File: src/favored_kind_priority_queue_core_assert.svh
// ============================================================================
// Assertion macros for the favored-kind priority queue
// Shorthand for clocked assertions that are disabled during reset.
// ============================================================================
`ifndef FAVORED_KIND_PRIORITY_QUEUE_CORE_ASSERT_SVH
`define FAVORED_KIND_PRIORITY_QUEUE_CORE_ASSERT_SVH

// Same-cycle implication, checked at every rising clock edge.
`define FKPQ_ASSERT_NOW(label, ante, cons, msg) \
    label: assert property (@(posedge clk) disable iff (!rst_n) (ante) |-> (cons)) \
        else $error(msg);

// Next-cycle implication, checked at every rising clock edge.
`define FKPQ_ASSERT_NEXT(label, ante, cons, msg) \
    label: assert property (@(posedge clk) disable iff (!rst_n) (ante) |=> (cons)) \
        else $error(msg);

`endif

File: src/fkpq_pkg.sv
// ============================================================================
// Favored-kind priority queue package
// Shared types, depth constants and operation codes.
// ============================================================================
package fkpq_pkg;

    // Queue depth and the widths that follow from it.
    localparam int QUEUE_DEPTH = 16;
    localparam int COUNT_W     = $clog2(QUEUE_DEPTH + 1);

    // Operation codes of the request beat.
    typedef enum logic [2:0] {
        FUNC_ENQUEUE = 3'd0,
        FUNC_DRAIN   = 3'd1,
        FUNC_REMOVE  = 3'd2,
        FUNC_QUERY   = 3'd3,
        FUNC_SET_FAV = 3'd4
    } func_t;

    // Control states of the sequencer.
    typedef enum logic {
        S_IDLE = 1'b0,
        S_EXEC = 1'b1
    } state_t;

    // What the cell row does in one cycle.
    typedef enum logic [1:0] {
        CELL_HOLD   = 2'd0,
        CELL_INSERT = 2'd1,
        CELL_REMOVE = 2'd2,
        CELL_FIND   = 2'd3
    } cell_op_t;

    // One stored queue entry.
    typedef struct packed {
        logic [3:0] kind;
        logic [3:0] prio;
    } entry_t;

    // Command broadcast to every cell.
    typedef struct packed {
        cell_op_t   op;
        logic       match_any;
        logic [3:0] key_kind;
        entry_t     new_entry;
    } cell_cmd_t;

    // Request beat.
    typedef struct packed {
        logic [2:0] func;
        logic [3:0] kind;
        logic [3:0] priority_req;
    } req_t;

    // Result beat.
    typedef struct packed {
        logic [3:0] out_kind;
        logic       emitted;
        logic       last;
        logic       found;
        logic       dropped;
        logic [4:0] occupancy;
    } rsp_t;

endpackage

File: src/fkpq_cell.sv
// ============================================================================
// Queue cell
// Holds one entry and takes part in the insert, remove and search ripple.
// ============================================================================
module fkpq_cell (
    input  logic              clk,
    input  fkpq_pkg::cell_cmd_t cmd,
    input  logic              occupied,
    input  logic              at_tail,
    input  fkpq_pkg::entry_t  left_data,
    input  fkpq_pkg::entry_t  right_data,
    input  logic              hit_in,
    input  logic [3:0]        sel_kind_in,
    output fkpq_pkg::entry_t  data,
    output logic              hit_out,
    output logic [3:0]        sel_kind_out
);

    fkpq_pkg::entry_t data_reg;
    fkpq_pkg::entry_t data_next;
    logic             kind_match;
    logic             ins_hit;
    logic             hit_here;
    logic             mark;

    // Local compare for this cell's entry.
    always_comb
    begin
        kind_match = occupied && (cmd.match_any || (data_reg.kind == cmd.key_kind));
        ins_hit    = (occupied && (cmd.new_entry.prio > data_reg.prio)) || at_tail;
        case (cmd.op)
            fkpq_pkg::CELL_INSERT: hit_here = ins_hit;
            fkpq_pkg::CELL_REMOVE,
            fkpq_pkg::CELL_FIND:   hit_here = kind_match;
            default:               hit_here = 1'b0;
        endcase
        mark         = hit_here && !hit_in;
        hit_out      = hit_in || hit_here;
        sel_kind_out = mark ? data_reg.kind : sel_kind_in;
    end

    // Shift toward the tail on insert, toward the head on remove.
    always_comb
    begin
        data_next = data_reg;
        case (cmd.op)
            fkpq_pkg::CELL_INSERT:
            begin
                if (hit_in)
                    data_next = left_data;
                else if (mark)
                    data_next = cmd.new_entry;
            end
            fkpq_pkg::CELL_REMOVE:
            begin
                if (hit_in || mark)
                    data_next = right_data;
            end
            default:
                data_next = data_reg;
        endcase
    end

    always_ff @(posedge clk)
    begin
        data_reg <= data_next;
    end

    assign data = data_reg;

endmodule

File: src/favored_kind_priority_queue_core.sv
// ============================================================================
// Favored-kind priority queue core
// Stable priority queue built as a row of cells, with a favored-kind drain.
// ============================================================================
// A request beat is taken when start is high and busy is low; busy then stays
// high until the operation's last result has been produced. Results appear on
// result for one cycle each, marked by strobe, and cannot be held off, so the
// receiver must take every beat as it comes. Enqueue, query, set favored and
// unused codes give their single result from the execute state through the
// result register. Remove gives its single result once no matching entry is
// left, since the cell row deletes one matching entry per cycle. A drain emits
// one entry per cycle, with a pause without a result where the favored pass
// ends and entries remain. The configuration port holds jukebox_kind at byte
// address zero.
// ============================================================================
module favored_kind_priority_queue_core (
    input  logic          clk,
    input  logic          rst_n,
    // Request channel
    input  logic          start,
    input  fkpq_pkg::req_t req,
    output logic          busy,
    // Result channel
    output logic          strobe,
    output fkpq_pkg::rsp_t result,
    // Configuration port
    input  logic          psel,
    input  logic          penable,
    input  logic          pwrite,
    input  logic [2:0]    paddr,
    input  logic [31:0]   pwdata,
    output logic [31:0]   prdata,
    output logic          pready
);

    localparam int D = fkpq_pkg::QUEUE_DEPTH;
    localparam int W = fkpq_pkg::COUNT_W;

    fkpq_pkg::state_t    state_reg, state_next;
    fkpq_pkg::req_t      req_reg, req_next;
    logic                head_phase_reg, head_phase_next;
    logic [W-1:0]        count_reg, count_next;
    logic [3:0]          favored_reg, favored_next;
    logic [3:0]          jukebox_reg;
    logic                strobe_reg, strobe_next;
    fkpq_pkg::rsp_t      result_reg, result_next;
    fkpq_pkg::cell_cmd_t cmd;

    fkpq_pkg::entry_t    cell_data [D];
    logic [D:0]          hit_chain;
    logic [3:0]          sel_chain [D+1];
    logic                accept;
    logic                any_hit;
    logic [3:0]          sel_kind;

    assign accept   = start && (state_reg == fkpq_pkg::S_IDLE);
    assign busy     = (state_reg != fkpq_pkg::S_IDLE);
    assign any_hit  = hit_chain[D];
    assign sel_kind = sel_chain[D];

    // Row of cells with the search ripple passed from head to tail.
    assign hit_chain[0] = 1'b0;
    assign sel_chain[0] = 4'd0;

    for (genvar i = 0; i < D; i++)
    begin : g_cell
        fkpq_pkg::entry_t left_d;
        fkpq_pkg::entry_t right_d;
        logic             occ;
        logic             tail;

        assign occ  = (W'(i) < count_reg);
        assign tail = (W'(i) == count_reg);

        if (i == 0)
        begin : g_head
            assign left_d = cmd.new_entry;
        end
        else
        begin : g_inner
            assign left_d = cell_data[i-1];
        end

        if (i == D - 1)
        begin : g_last
            assign right_d = cell_data[i];
        end
        else
        begin : g_mid
            assign right_d = cell_data[i+1];
        end

        fkpq_cell u_cell (
            .clk          (clk),
            .cmd          (cmd),
            .occupied     (occ),
            .at_tail      (tail),
            .left_data    (left_d),
            .right_data   (right_d),
            .hit_in       (hit_chain[i]),
            .sel_kind_in  (sel_chain[i]),
            .data         (cell_data[i]),
            .hit_out      (hit_chain[i+1]),
            .sel_kind_out (sel_chain[i+1])
        );
    end

    // Sequencer state and result registers.
    always_ff @(posedge clk or negedge rst_n)
    begin
        if (!rst_n)
        begin
            state_reg      <= fkpq_pkg::S_IDLE;
            head_phase_reg <= 1'b0;
            count_reg      <= '0;
            favored_reg    <= 4'd0;
            strobe_reg     <= 1'b0;
        end
        else
        begin
            state_reg      <= state_next;
            head_phase_reg <= head_phase_next;
            count_reg      <= count_next;
            favored_reg    <= favored_next;
            strobe_reg     <= strobe_next;
        end
    end

    always_ff @(posedge clk)
    begin
        req_reg    <= req_next;
        result_reg <= result_next;
    end

    // Next state, cell command and result beat.
    always_comb
    begin
        state_next         = state_reg;
        req_next           = req_reg;
        head_phase_next    = head_phase_reg;
        count_next         = count_reg;
        favored_next       = favored_reg;
        strobe_next        = 1'b0;
        result_next        = result_reg;
        cmd.op             = fkpq_pkg::CELL_HOLD;
        cmd.match_any      = 1'b0;
        cmd.key_kind       = req_reg.kind;
        cmd.new_entry.kind = req_reg.kind;
        cmd.new_entry.prio = req_reg.priority_req;

        unique case (state_reg)
            fkpq_pkg::S_IDLE:
            begin
                if (accept)
                begin
                    req_next        = req;
                    head_phase_next = 1'b0;
                    state_next      = fkpq_pkg::S_EXEC;
                end
            end
            fkpq_pkg::S_EXEC:
            begin
                // Default single closing beat.
                result_next           = '0;
                result_next.last      = 1'b1;
                result_next.occupancy = 5'(count_reg);
                unique case (req_reg.func)
                    fkpq_pkg::FUNC_ENQUEUE:
                    begin
                        strobe_next = 1'b1;
                        state_next  = fkpq_pkg::S_IDLE;
                        if (count_reg == W'(D))
                        begin
                            result_next.dropped = 1'b1;
                        end
                        else
                        begin
                            cmd.op                = fkpq_pkg::CELL_INSERT;
                            count_next            = count_reg + W'(1);
                            result_next.occupancy = 5'(count_next);
                        end
                    end
                    fkpq_pkg::FUNC_DRAIN:
                    begin
                        cmd.op        = fkpq_pkg::CELL_REMOVE;
                        cmd.match_any = head_phase_reg;
                        cmd.key_kind  = favored_reg;
                        if (count_reg == '0)
                        begin
                            strobe_next = 1'b1;
                            state_next  = fkpq_pkg::S_IDLE;
                        end
                        else if (any_hit)
                        begin
                            count_next            = count_reg - W'(1);
                            strobe_next           = 1'b1;
                            result_next.out_kind  = sel_kind;
                            result_next.emitted   = 1'b1;
                            result_next.last      = (count_next == '0);
                            result_next.occupancy = 5'(count_next);
                            if (sel_kind == jukebox_reg)
                                favored_next = jukebox_reg;
                            if (count_next == '0)
                                state_next = fkpq_pkg::S_IDLE;
                        end
                        else
                        begin
                            // Favored pass found nothing: go on from the head.
                            head_phase_next = 1'b1;
                        end
                    end
                    fkpq_pkg::FUNC_REMOVE:
                    begin
                        cmd.op = fkpq_pkg::CELL_REMOVE;
                        if (any_hit)
                        begin
                            count_next = count_reg - W'(1);
                        end
                        else
                        begin
                            strobe_next = 1'b1;
                            state_next  = fkpq_pkg::S_IDLE;
                        end
                    end
                    fkpq_pkg::FUNC_QUERY:
                    begin
                        cmd.op            = fkpq_pkg::CELL_FIND;
                        result_next.found = any_hit;
                        strobe_next       = 1'b1;
                        state_next        = fkpq_pkg::S_IDLE;
                    end
                    fkpq_pkg::FUNC_SET_FAV:
                    begin
                        favored_next = req_reg.kind;
                        strobe_next  = 1'b1;
                        state_next   = fkpq_pkg::S_IDLE;
                    end
                    default:
                    begin
                        strobe_next = 1'b1;
                        state_next  = fkpq_pkg::S_IDLE;
                    end
                endcase
            end
            default:
                state_next = fkpq_pkg::S_IDLE;
        endcase
    end

    assign strobe = strobe_reg;
    assign result = result_reg;

    // Configuration register: jukebox kind at word zero.
    always_ff @(posedge clk or negedge rst_n)
    begin
        if (!rst_n)
            jukebox_reg <= 4'd0;
        else if (psel && penable && pwrite && pready && !paddr[2])
            jukebox_reg <= pwdata[3:0];
    end

    assign pready = 1'b1;
    assign prdata = paddr[2] ? 32'd0 : {28'd0, jukebox_reg};

    // Checks on the sequencer and the count.
`include "favored_kind_priority_queue_core_assert.svh"

    `FKPQ_ASSERT_NOW(a_count_bound, 1'b1, count_reg <= W'(D), "entry count above depth")
    `FKPQ_ASSERT_NOW(a_strobe_after_exec, strobe, $past(state_reg) == fkpq_pkg::S_EXEC, "result without work")
    `FKPQ_ASSERT_NEXT(a_accept_busy, accept, busy, "accepted request did not raise busy")
    `FKPQ_ASSERT_NOW(a_last_empty, strobe && result.emitted && result.last, result.occupancy == 5'd0, "drain ended with entries left")

endmodule
File: config.mk
export PLATFORM = sky130hd
export DESIGN_NAME = favored_kind_priority_queue_core
export DESIGN_NICKNAME = d
export VERILOG_FILES = /design/src/fkpq_pkg.sv /design/src/fkpq_cell.sv /design/src/favored_kind_priority_queue_core.sv
export VERILOG_INCLUDE_DIRS = /design/src /design/src/src
export SDC_FILE = /design/constraint.sdc
export NUM_CORES = 1
export LEC_CHECK = 0
export BUFFER_PORTS_ARGS = -buffer_cell sky130_fd_sc_hd__buf_2
export CAP_MARGIN = 20
export CORE_MARGIN = 8
export CORE_UTILIZATION = 40
export DETAILED_ROUTE_END_ITERATION = 7
export GPL_ROUTABILITY_DRIVEN = 0
export PLACE_DENSITY = 0.63
export SETUP_SLACK_MARGIN = 0.2
export SYNTH_ARGS = -nofsm -noshare
export SYNTH_HDL_FRONTEND = slang
export SYNTH_SLANG_ARGS = --single-unit
File: constraint.sdc
create_clock -name clk -period 16.2 [get_ports clk]
set_input_delay 0 -clock clk [delete_from_list [all_inputs] [get_ports clk]]
set_output_delay 0 -clock clk [all_outputs]
set_load 0.05 [all_outputs]
# Yosys cells after proc, flatten, opt, wreduce, memory -nomap -nowiden
# Index checks and enable logic that the tools add are counted.
[word_totals]
register_bits = 168
in_bits = 52
output_inout_bits = 48
[classes]
n_reduce_logical = 159
addsub = 2
bitwise_logic = 3
n_lt_le_gt_ge = 32
mux = 125
n_eq_ne = 77
[op_table]
columns = ["operator", "count"]
rows = [
  ["$mux 8", 46],
  ["$pmux 8 s2", 15],
  ["$mux 4", 20],
  ["$eq 4x4->1", 17],
  ["$gt 4x4->1", 16],
  ["$logic_or 1x1->1", 61],
  ["$logic_and 1x1->1", 51],
  ["$reduce_and 3->1", 15],
  ["$ne 3x1->1 const B", 14],
  ["$eq 4x5->1 const A", 8],
  ["$lt 4x5->1 const A", 8],
  ["$pmux 1 s2", 20],
  ["$ne 2x1->1 const B", 17],
  ["$eq 3x5->1 const A", 4],
  ["$lt 3x5->1 const A", 4],
  ["$mux 5", 4],
  ["$logic_not 1->1", 16],
  ["$pmux 5 s3", 1],
  ["$mux 1", 14],
  ["$ne 2x2->1 const B", 6],
  ["$eq 2x5->1 const A", 2],
  ["$logic_not 5->1", 2],
  ["$lt 1x5->1 const A", 2],
  ["$lt 2x5->1 const A", 2],
  ["23 further kinds", 33],
]

# Logic depth before layout (Yosys ltp)
[depth]
word_depth = 30
ltp_mapped = 26
depth_no_buf = 22

# Cells and area by module
# From an unflattened synthesis, not the netlist that was laid out.
[hier_totals]
cells_unflattened = 1311
hier_area_um2 = 13212.7
[by_module_without_submodules]
columns = ["module", "cells_per_inst", "instances", "area_per_inst_um2"]
rows = [
  ["fkpq_cell", 65, 16, 656.9],
  ["favored_kind_priority_queue_core", 271, 1, 2702.6],
]

# Worst setup path before layout
# OpenSTA, ideal clock, no wires.
[synth_timing]
path_type = "register to register"
start = "reg count_reg[0]"
end = "reg favored_reg[0]"
setup_ns = 0.082
synth_period_minus_slack_ns = 5.406
n_path_buf = 4
required_time_ns = 16.118
arrival_time_ns = 5.324
path_stages_with_launch = 24
setup_slack_ns = 10.794
path_cell_list = "dfrtp_1 > clkbuf_1 > inv_1 > ha_1 > nor2b_1 > nand3b_1 > nand2_1 > nand2_1 > nand2_1 > ha_1 > clkbuf_1 > or2_2 > or3_1 > o211a_1 > or4_1 > buf_2 > or4_1 > buf_2 > o211ai_2 > a21oi_1 > o21ai_1 > nand3b_2 > or4_4 > a31oi_1"
[synth_via]
elab_chain_len = 27
word_cells_on_any_way = 170
cone_classes = "order compare: 16; eq/ne: 23; mux: 35; reduce/logical: 96"
[synth_lines]
columns = ["item", "line", "source"]
rows = [
  ["start, declared", "favored_kind_priority_queue_core.sv:42", "logic [W-1:0] count_reg, count_next;"],
  ["start signal, assigned", "favored_kind_priority_queue_core.sv:123", "count_reg <= count_next;"],
  ["$eq 5x5->1", "favored_kind_priority_queue_core.sv:172", "if (count_reg == W'(D))"],
  ["$mux 1", "favored_kind_priority_queue_core.sv:172", ""],
  ["$pmux 2 s3", "favored_kind_priority_queue_core.sv:167", "unique case (req_reg.func)"],
  ["$mux 7", "favored_kind_priority_queue_core.sv:151", "unique case (state_reg)"],
  ["$eq 2x2->1", "fkpq_cell.sv:31", "case (cmd.op)"],
  ["$reduce_or 2->1", "fkpq_cell.sv:31", ""],
  ["$pmux 1 s2", "fkpq_cell.sv:31", ""],
  ["$logic_not 1->1 or $logic_or 1x1->1 (tied branches)", "fkpq_cell.sv:37, fkpq_cell.sv:38", ""],
  ["$logic_and 1x1->1, or another cell as far along", "fkpq_cell.sv:37", "mark = hit_here && !hit_in;"],
  ["$mux 4, or another cell as far along (13 in series)", "fkpq_cell.sv:39", "sel_kind_out = mark ? data_reg.kind : sel_kind_in;"],
  ["$mux 4 or $logic_and 1x1->1 (tied branches)", "fkpq_cell.sv:39, fkpq_cell.sv:37", ""],
  ["$mux 4", "fkpq_cell.sv:39", ""],
  ["$eq 4x4->1", "favored_kind_priority_queue_core.sv:201", "if (sel_kind == jukebox_reg)"],
  ["$ne 2x2->1 (no source line)", "n/a", ""],
  ["$reduce_and 5->1 (no source line) *", "n/a", ""],
  ["end signal, assigned", "favored_kind_priority_queue_core.sv:124", "favored_reg <= favored_next;"],
  ["end, declared", "favored_kind_priority_queue_core.sv:43", "logic [3:0] favored_reg, favored_next;"],
]
# Every way passes the cells marked *; elsewhere a longest branch is shown, timed or not.
# A chain may end at the register's enable or synchronous reset.

# Final worst setup path
[layout_timing]
start = "reg count_reg[1]"
end = "reg favored_reg[1]"
# Same word-level chain as after synthesis.

==> out/metrics.yaml <==
yosys:
  synth_edf_count: 152
  netlist_instances: 1649
  synth_top_cell_by_area: "sky130_fd_sc_hd__edfxtp_1"
  ys_async_sr_fraction_pct: 9.52
  synth-main-ff-cell: "sky130_fd_sc_hd__edfxtp_1"
  number_of_synthesis_warnings: 0
  synth-seq-cells: 168
  synth_top_cells_by_area: "sky130_fd_sc_hd__edfxtp_1 (32%), sky130_fd_sc_hd__ha_1 (6.5%), sky130_fd_sc_hd__o21ai_0 (5.6%)"
  synth_compound_area_share_pct: 22.7
  synthesis.area_per_instance_um2: 8.57
  yosys.area_share.xor_xnor_pct: 3.28
  synth-seq-area-share_pct: 35.1
  synthesis.area_um2: 14100
  synth.mux.area_fraction_pct: 5.88
  yosys.area_share.adder_pct: 6.46
  synth_top_family_by_area: "compound AO/OA/AOI/OAI gates"
  post_synth_and_or_nand_nor_area_fraction_pct: 19.3
  yosysUniqueCellTypes: 95
  synth_largest_type_area_fraction_pct: 32.3
drt:
  dr.first_iter.drc_count: 1736
  wl_mm: 48.2
  wire_per_inst_um: 22.7
  drtAntennaViolNets: 0
  routed-via-count: 13195
  route.detailed.vias_per_inst: 6.23
  detail_route.drc_violations: 0
  drtPass1Iterations: 8
grt:
  gr-total-overflow: 0
  grt_start_max_net_pins: 104
  wire_length_of_the_first_global_routing_pass_mm: 74.4
  global_route.usage.total_pct: 22.8
  grt_pass1_vias: 12578
  antenna_found_initial: 1
layout:
  layout-drive-gt1-share_pct: 9.23
  largest_register_ffs: 128
  mostFrequentLayoutCells: "sky130_fd_sc_hd__nand2_1 (193), sky130_fd_sc_hd__o21ai_0 (158), sky130_fd_sc_hd__edfxtp_1 (152), sky130_fd_sc_hd__a21oi_1 (122), sky130_fd_sc_hd__nor2_1 (120)"
  nNetsFinal: 1769
  relative_area_change_from_synthesis_to_final_layout_pct: 8.45
  fin_util_pct: 43.5
  antenna_cells_inserted: 0
  stdcell_area_um2: 15300
  instances_no_fill: 2118
  mostFrequentLayoutCell: "sky130_fd_sc_hd__nand2_1"
setup_path:
  path_class: "flip-flop to flip-flop"
  critical_path_peak_fanout: 101
  worstPathRequired_ps: 16550
  cp-end-kind: "flip-flop"
  timing.critical_path.from_type: "flip-flop"
  critPathMaxStageDelay_ps: 910
  worst-endpoint-arrival_ps: 8290
  crit_chain: "inv_1, ha_1, nor2b_1, nand3b_1, nand2_1, nand2_1, nand2_1, ha_4, buf_4, nor2_1, nand2_1, o21ai_0, o211ai_1, or4_1, buf_4, nor3_2, o211ai_1, a221oi_1, nor2_1, xnor2_1, or4_4, a31oi_1"
  crit_slowest_cell: "sky130_fd_sc_hd__nor3_2"
  cpMostUsedCell: "sky130_fd_sc_hd__nand2_1"
floorplanning:
  rows: 69
  die_area_um2: 41600
  fp.dieH_um: 204
  io_pins: 100
  design.core.area_um2: 35200
  starting_density_of_the_core_pct: 40.1
  dieWidth_um: 204
cts:
  cts_hold_buf: 16
  worstSkewPairLatency_ps: 460
  cts-root-to-sink-buffers: 2
  post_cts_resized: 0
  cts_tree: "yes"
  htree_num_levels: 4
  post_cts_buffers: 0
  cts_inserted_buffers: 17
  cts.sink_count: 168
  clkTransAtPathRegs_ps: 70
  clock-root-buffer: "sky130_fd_sc_hd__clkbuf_16"
pwr:
  static-leakage-power_nw: 6.04
  worst_vdd_drop_v: 0.0000550
  powerDensity_nw_per_um2: 85.8
worst_hold_path:
  hold_class: "input port to asynchronous set/reset pin"
sta:
  max_freq_mhz: 126
  timing_hold_violations_final: 0
  setup_viol: 0
  finalMaxSlewViolations: 0
  final.setup.tns_ps: 0
  maxSlewHeadroom_pct: 24.0
  layout_worst_path_cycle_share_pct: 49.0
  grt_setup_unrepaired: "false"
  worst_slack_ps: 8260
  maximum_clock_skew_at_final_layout_ps: 22.3
  min_period_ps: 7940
  worstMarginPinSlew_ps: 1140
run_status:
  run_status: "finished, final reports clean"
placement:
  worst_setup_timing_slack_at_the_placement_stage_ps: 8500
  detailed_place.area_um2: 14500
  detailedPlacementHpwl_mm: 33.5
  placed_cells_incl_taps: 2068
  io_buffers: 40
flow_run:
  max-cap-violations: 0
## cells by family (layout without fill, tap and decap cells)
group                      Yosys count  after routing
DFF                                168            168
muxes                               81             81
xor gates and xnor gates            53             53
buffers and inverters              220            201
adders and majority gates           73             73
AOI/OAI and AO/OA                  492            492
other                                2             29
and+or+nand+nor                    560            560
## cell usage after synthesis, types with 7 or more instances
cell,instances
sky130_fd_sc_hd__a22o_1,8
sky130_fd_sc_hd__a21o_1,15
sky130_fd_sc_hd__ha_1,73
sky130_fd_sc_hd__nand2_1,193
sky130_fd_sc_hd__nor2b_1,32
sky130_fd_sc_hd__or3_1,11
sky130_fd_sc_hd__clkbuf_1,70
sky130_fd_sc_hd__xnor2_1,27
sky130_fd_sc_hd__a31oi_1,13
sky130_fd_sc_hd__mux2_2,10
sky130_fd_sc_hd__xor2_1,26
sky130_fd_sc_hd__inv_1,82
sky130_fd_sc_hd__o21a_1,8
sky130_fd_sc_hd__buf_2,20
sky130_fd_sc_hd__a221oi_1,11
sky130_fd_sc_hd__or2_2,17
sky130_fd_sc_hd__nand2b_1,29
sky130_fd_sc_hd__nand4_1,29
sky130_fd_sc_hd__edfxtp_1,152
sky130_fd_sc_hd__buf_4,34
sky130_fd_sc_hd__mux2i_1,69
sky130_fd_sc_hd__o221ai_1,12
sky130_fd_sc_hd__nor3_1,27
sky130_fd_sc_hd__a211oi_1,17
sky130_fd_sc_hd__nor3b_1,7
sky130_fd_sc_hd__buf_1,8
sky130_fd_sc_hd__and2_1,14
sky130_fd_sc_hd__a21oi_1,122
sky130_fd_sc_hd__o211ai_1,22
sky130_fd_sc_hd__dfrtp_1,16
sky130_fd_sc_hd__nor2_1,120
sky130_fd_sc_hd__and3_1,11
sky130_fd_sc_hd__o21ai_0,158
sky130_fd_sc_hd__nor4_1,10
sky130_fd_sc_hd__nand3_1,34
## power breakdown
| group | leakage [nW] | internal, mW | switching [mW] | total (mW) |
|---|---|---|---|---|
| combinational | 4.13 | 0.104 | 0.205 | 0.309 |
| sequential | 1.62 | 0.514 | 0.0514 | 0.566 |
| clock | 0.285 | 0.256 | 0.184 | 0.440 |
| total | 6.04 | 0.875 | 0.441 | 1.32 |
## cell type report
type / count / area (um2)
Clock inverter: 14 / 180
Fill cell: 3490 / 19900
Timing Repair Buffer: 85 / 581
Multi-Input combinational cell: 1288 / 8280
Clock buffer: 18 / 429
Sequential cell: 168 / 4960
Tap cell: 461 / 577
Inverter: 84 / 315
## worst max-delay path, delay by kind of cell, from the launching register on
family	cells	cell delay, ps
xor gates and xnor gates	1	220
AOI/OAI and AO/OA	5	1730
DFF	1	860
buffers and inverters	3	1020
and+or+nand+nor	11	3320
adders and majority gates	2	660
## path summary, 6_finish.rpt
check / startpoint / end / slack, ps / cells past startpoint
max: count_reg[1]$_DFFE_PN0P_ / favored_reg[1]$_DFFE_PN0P_ / 8260 / 22
min in group clk: penable / jukebox_reg[3]$_DFFE_PN0P_ / 50 / 3
max in group asynchronous: rst_n / jukebox_reg[2]$_DFFE_PN0P_ / 15890 / 2
min reg2reg: jukebox_reg[2]$_DFFE_PN0P_ / jukebox_reg[2]$_DFFE_PN0P_ / 510 / 1
max reg2reg: count_reg[1]$_DFFE_PN0P_ / favored_reg[1]$_DFFE_PN0P_ / 8260 / 22
min: rst_n / head_phase_reg$_DFFE_PN0P_ / 5 / 2
## per-stage QoR
| step | hold WS, ps | power (mW) |
|---|---|---|
| after floorplan | -296 | 0.781 |
| after global placement | -63.7 | 0.861 |
| after detailed placement | -52.1 | 0.871 |
| after CTS | 1.33 | 1.31 |
| after global routing | 35.9 | 1.37 |
| final | 5.26 | 1.32 |
## routing by layer
| metal | vias to the layer above | wire length (um) | global-route usage, % |
|---|---|---|---|
| li1 | 6021 | - | - |
| met1 | 6276 | 20000 | 29.8 |
| met2 | 739 | 21600 | 35.2 |
| met3 | 159 | 4370 | 4.77 |
| met4 | 0 | 2270 | 11.4 |
| met5 | - | 0 | 0 |
(Power assumes the default switching activity.)
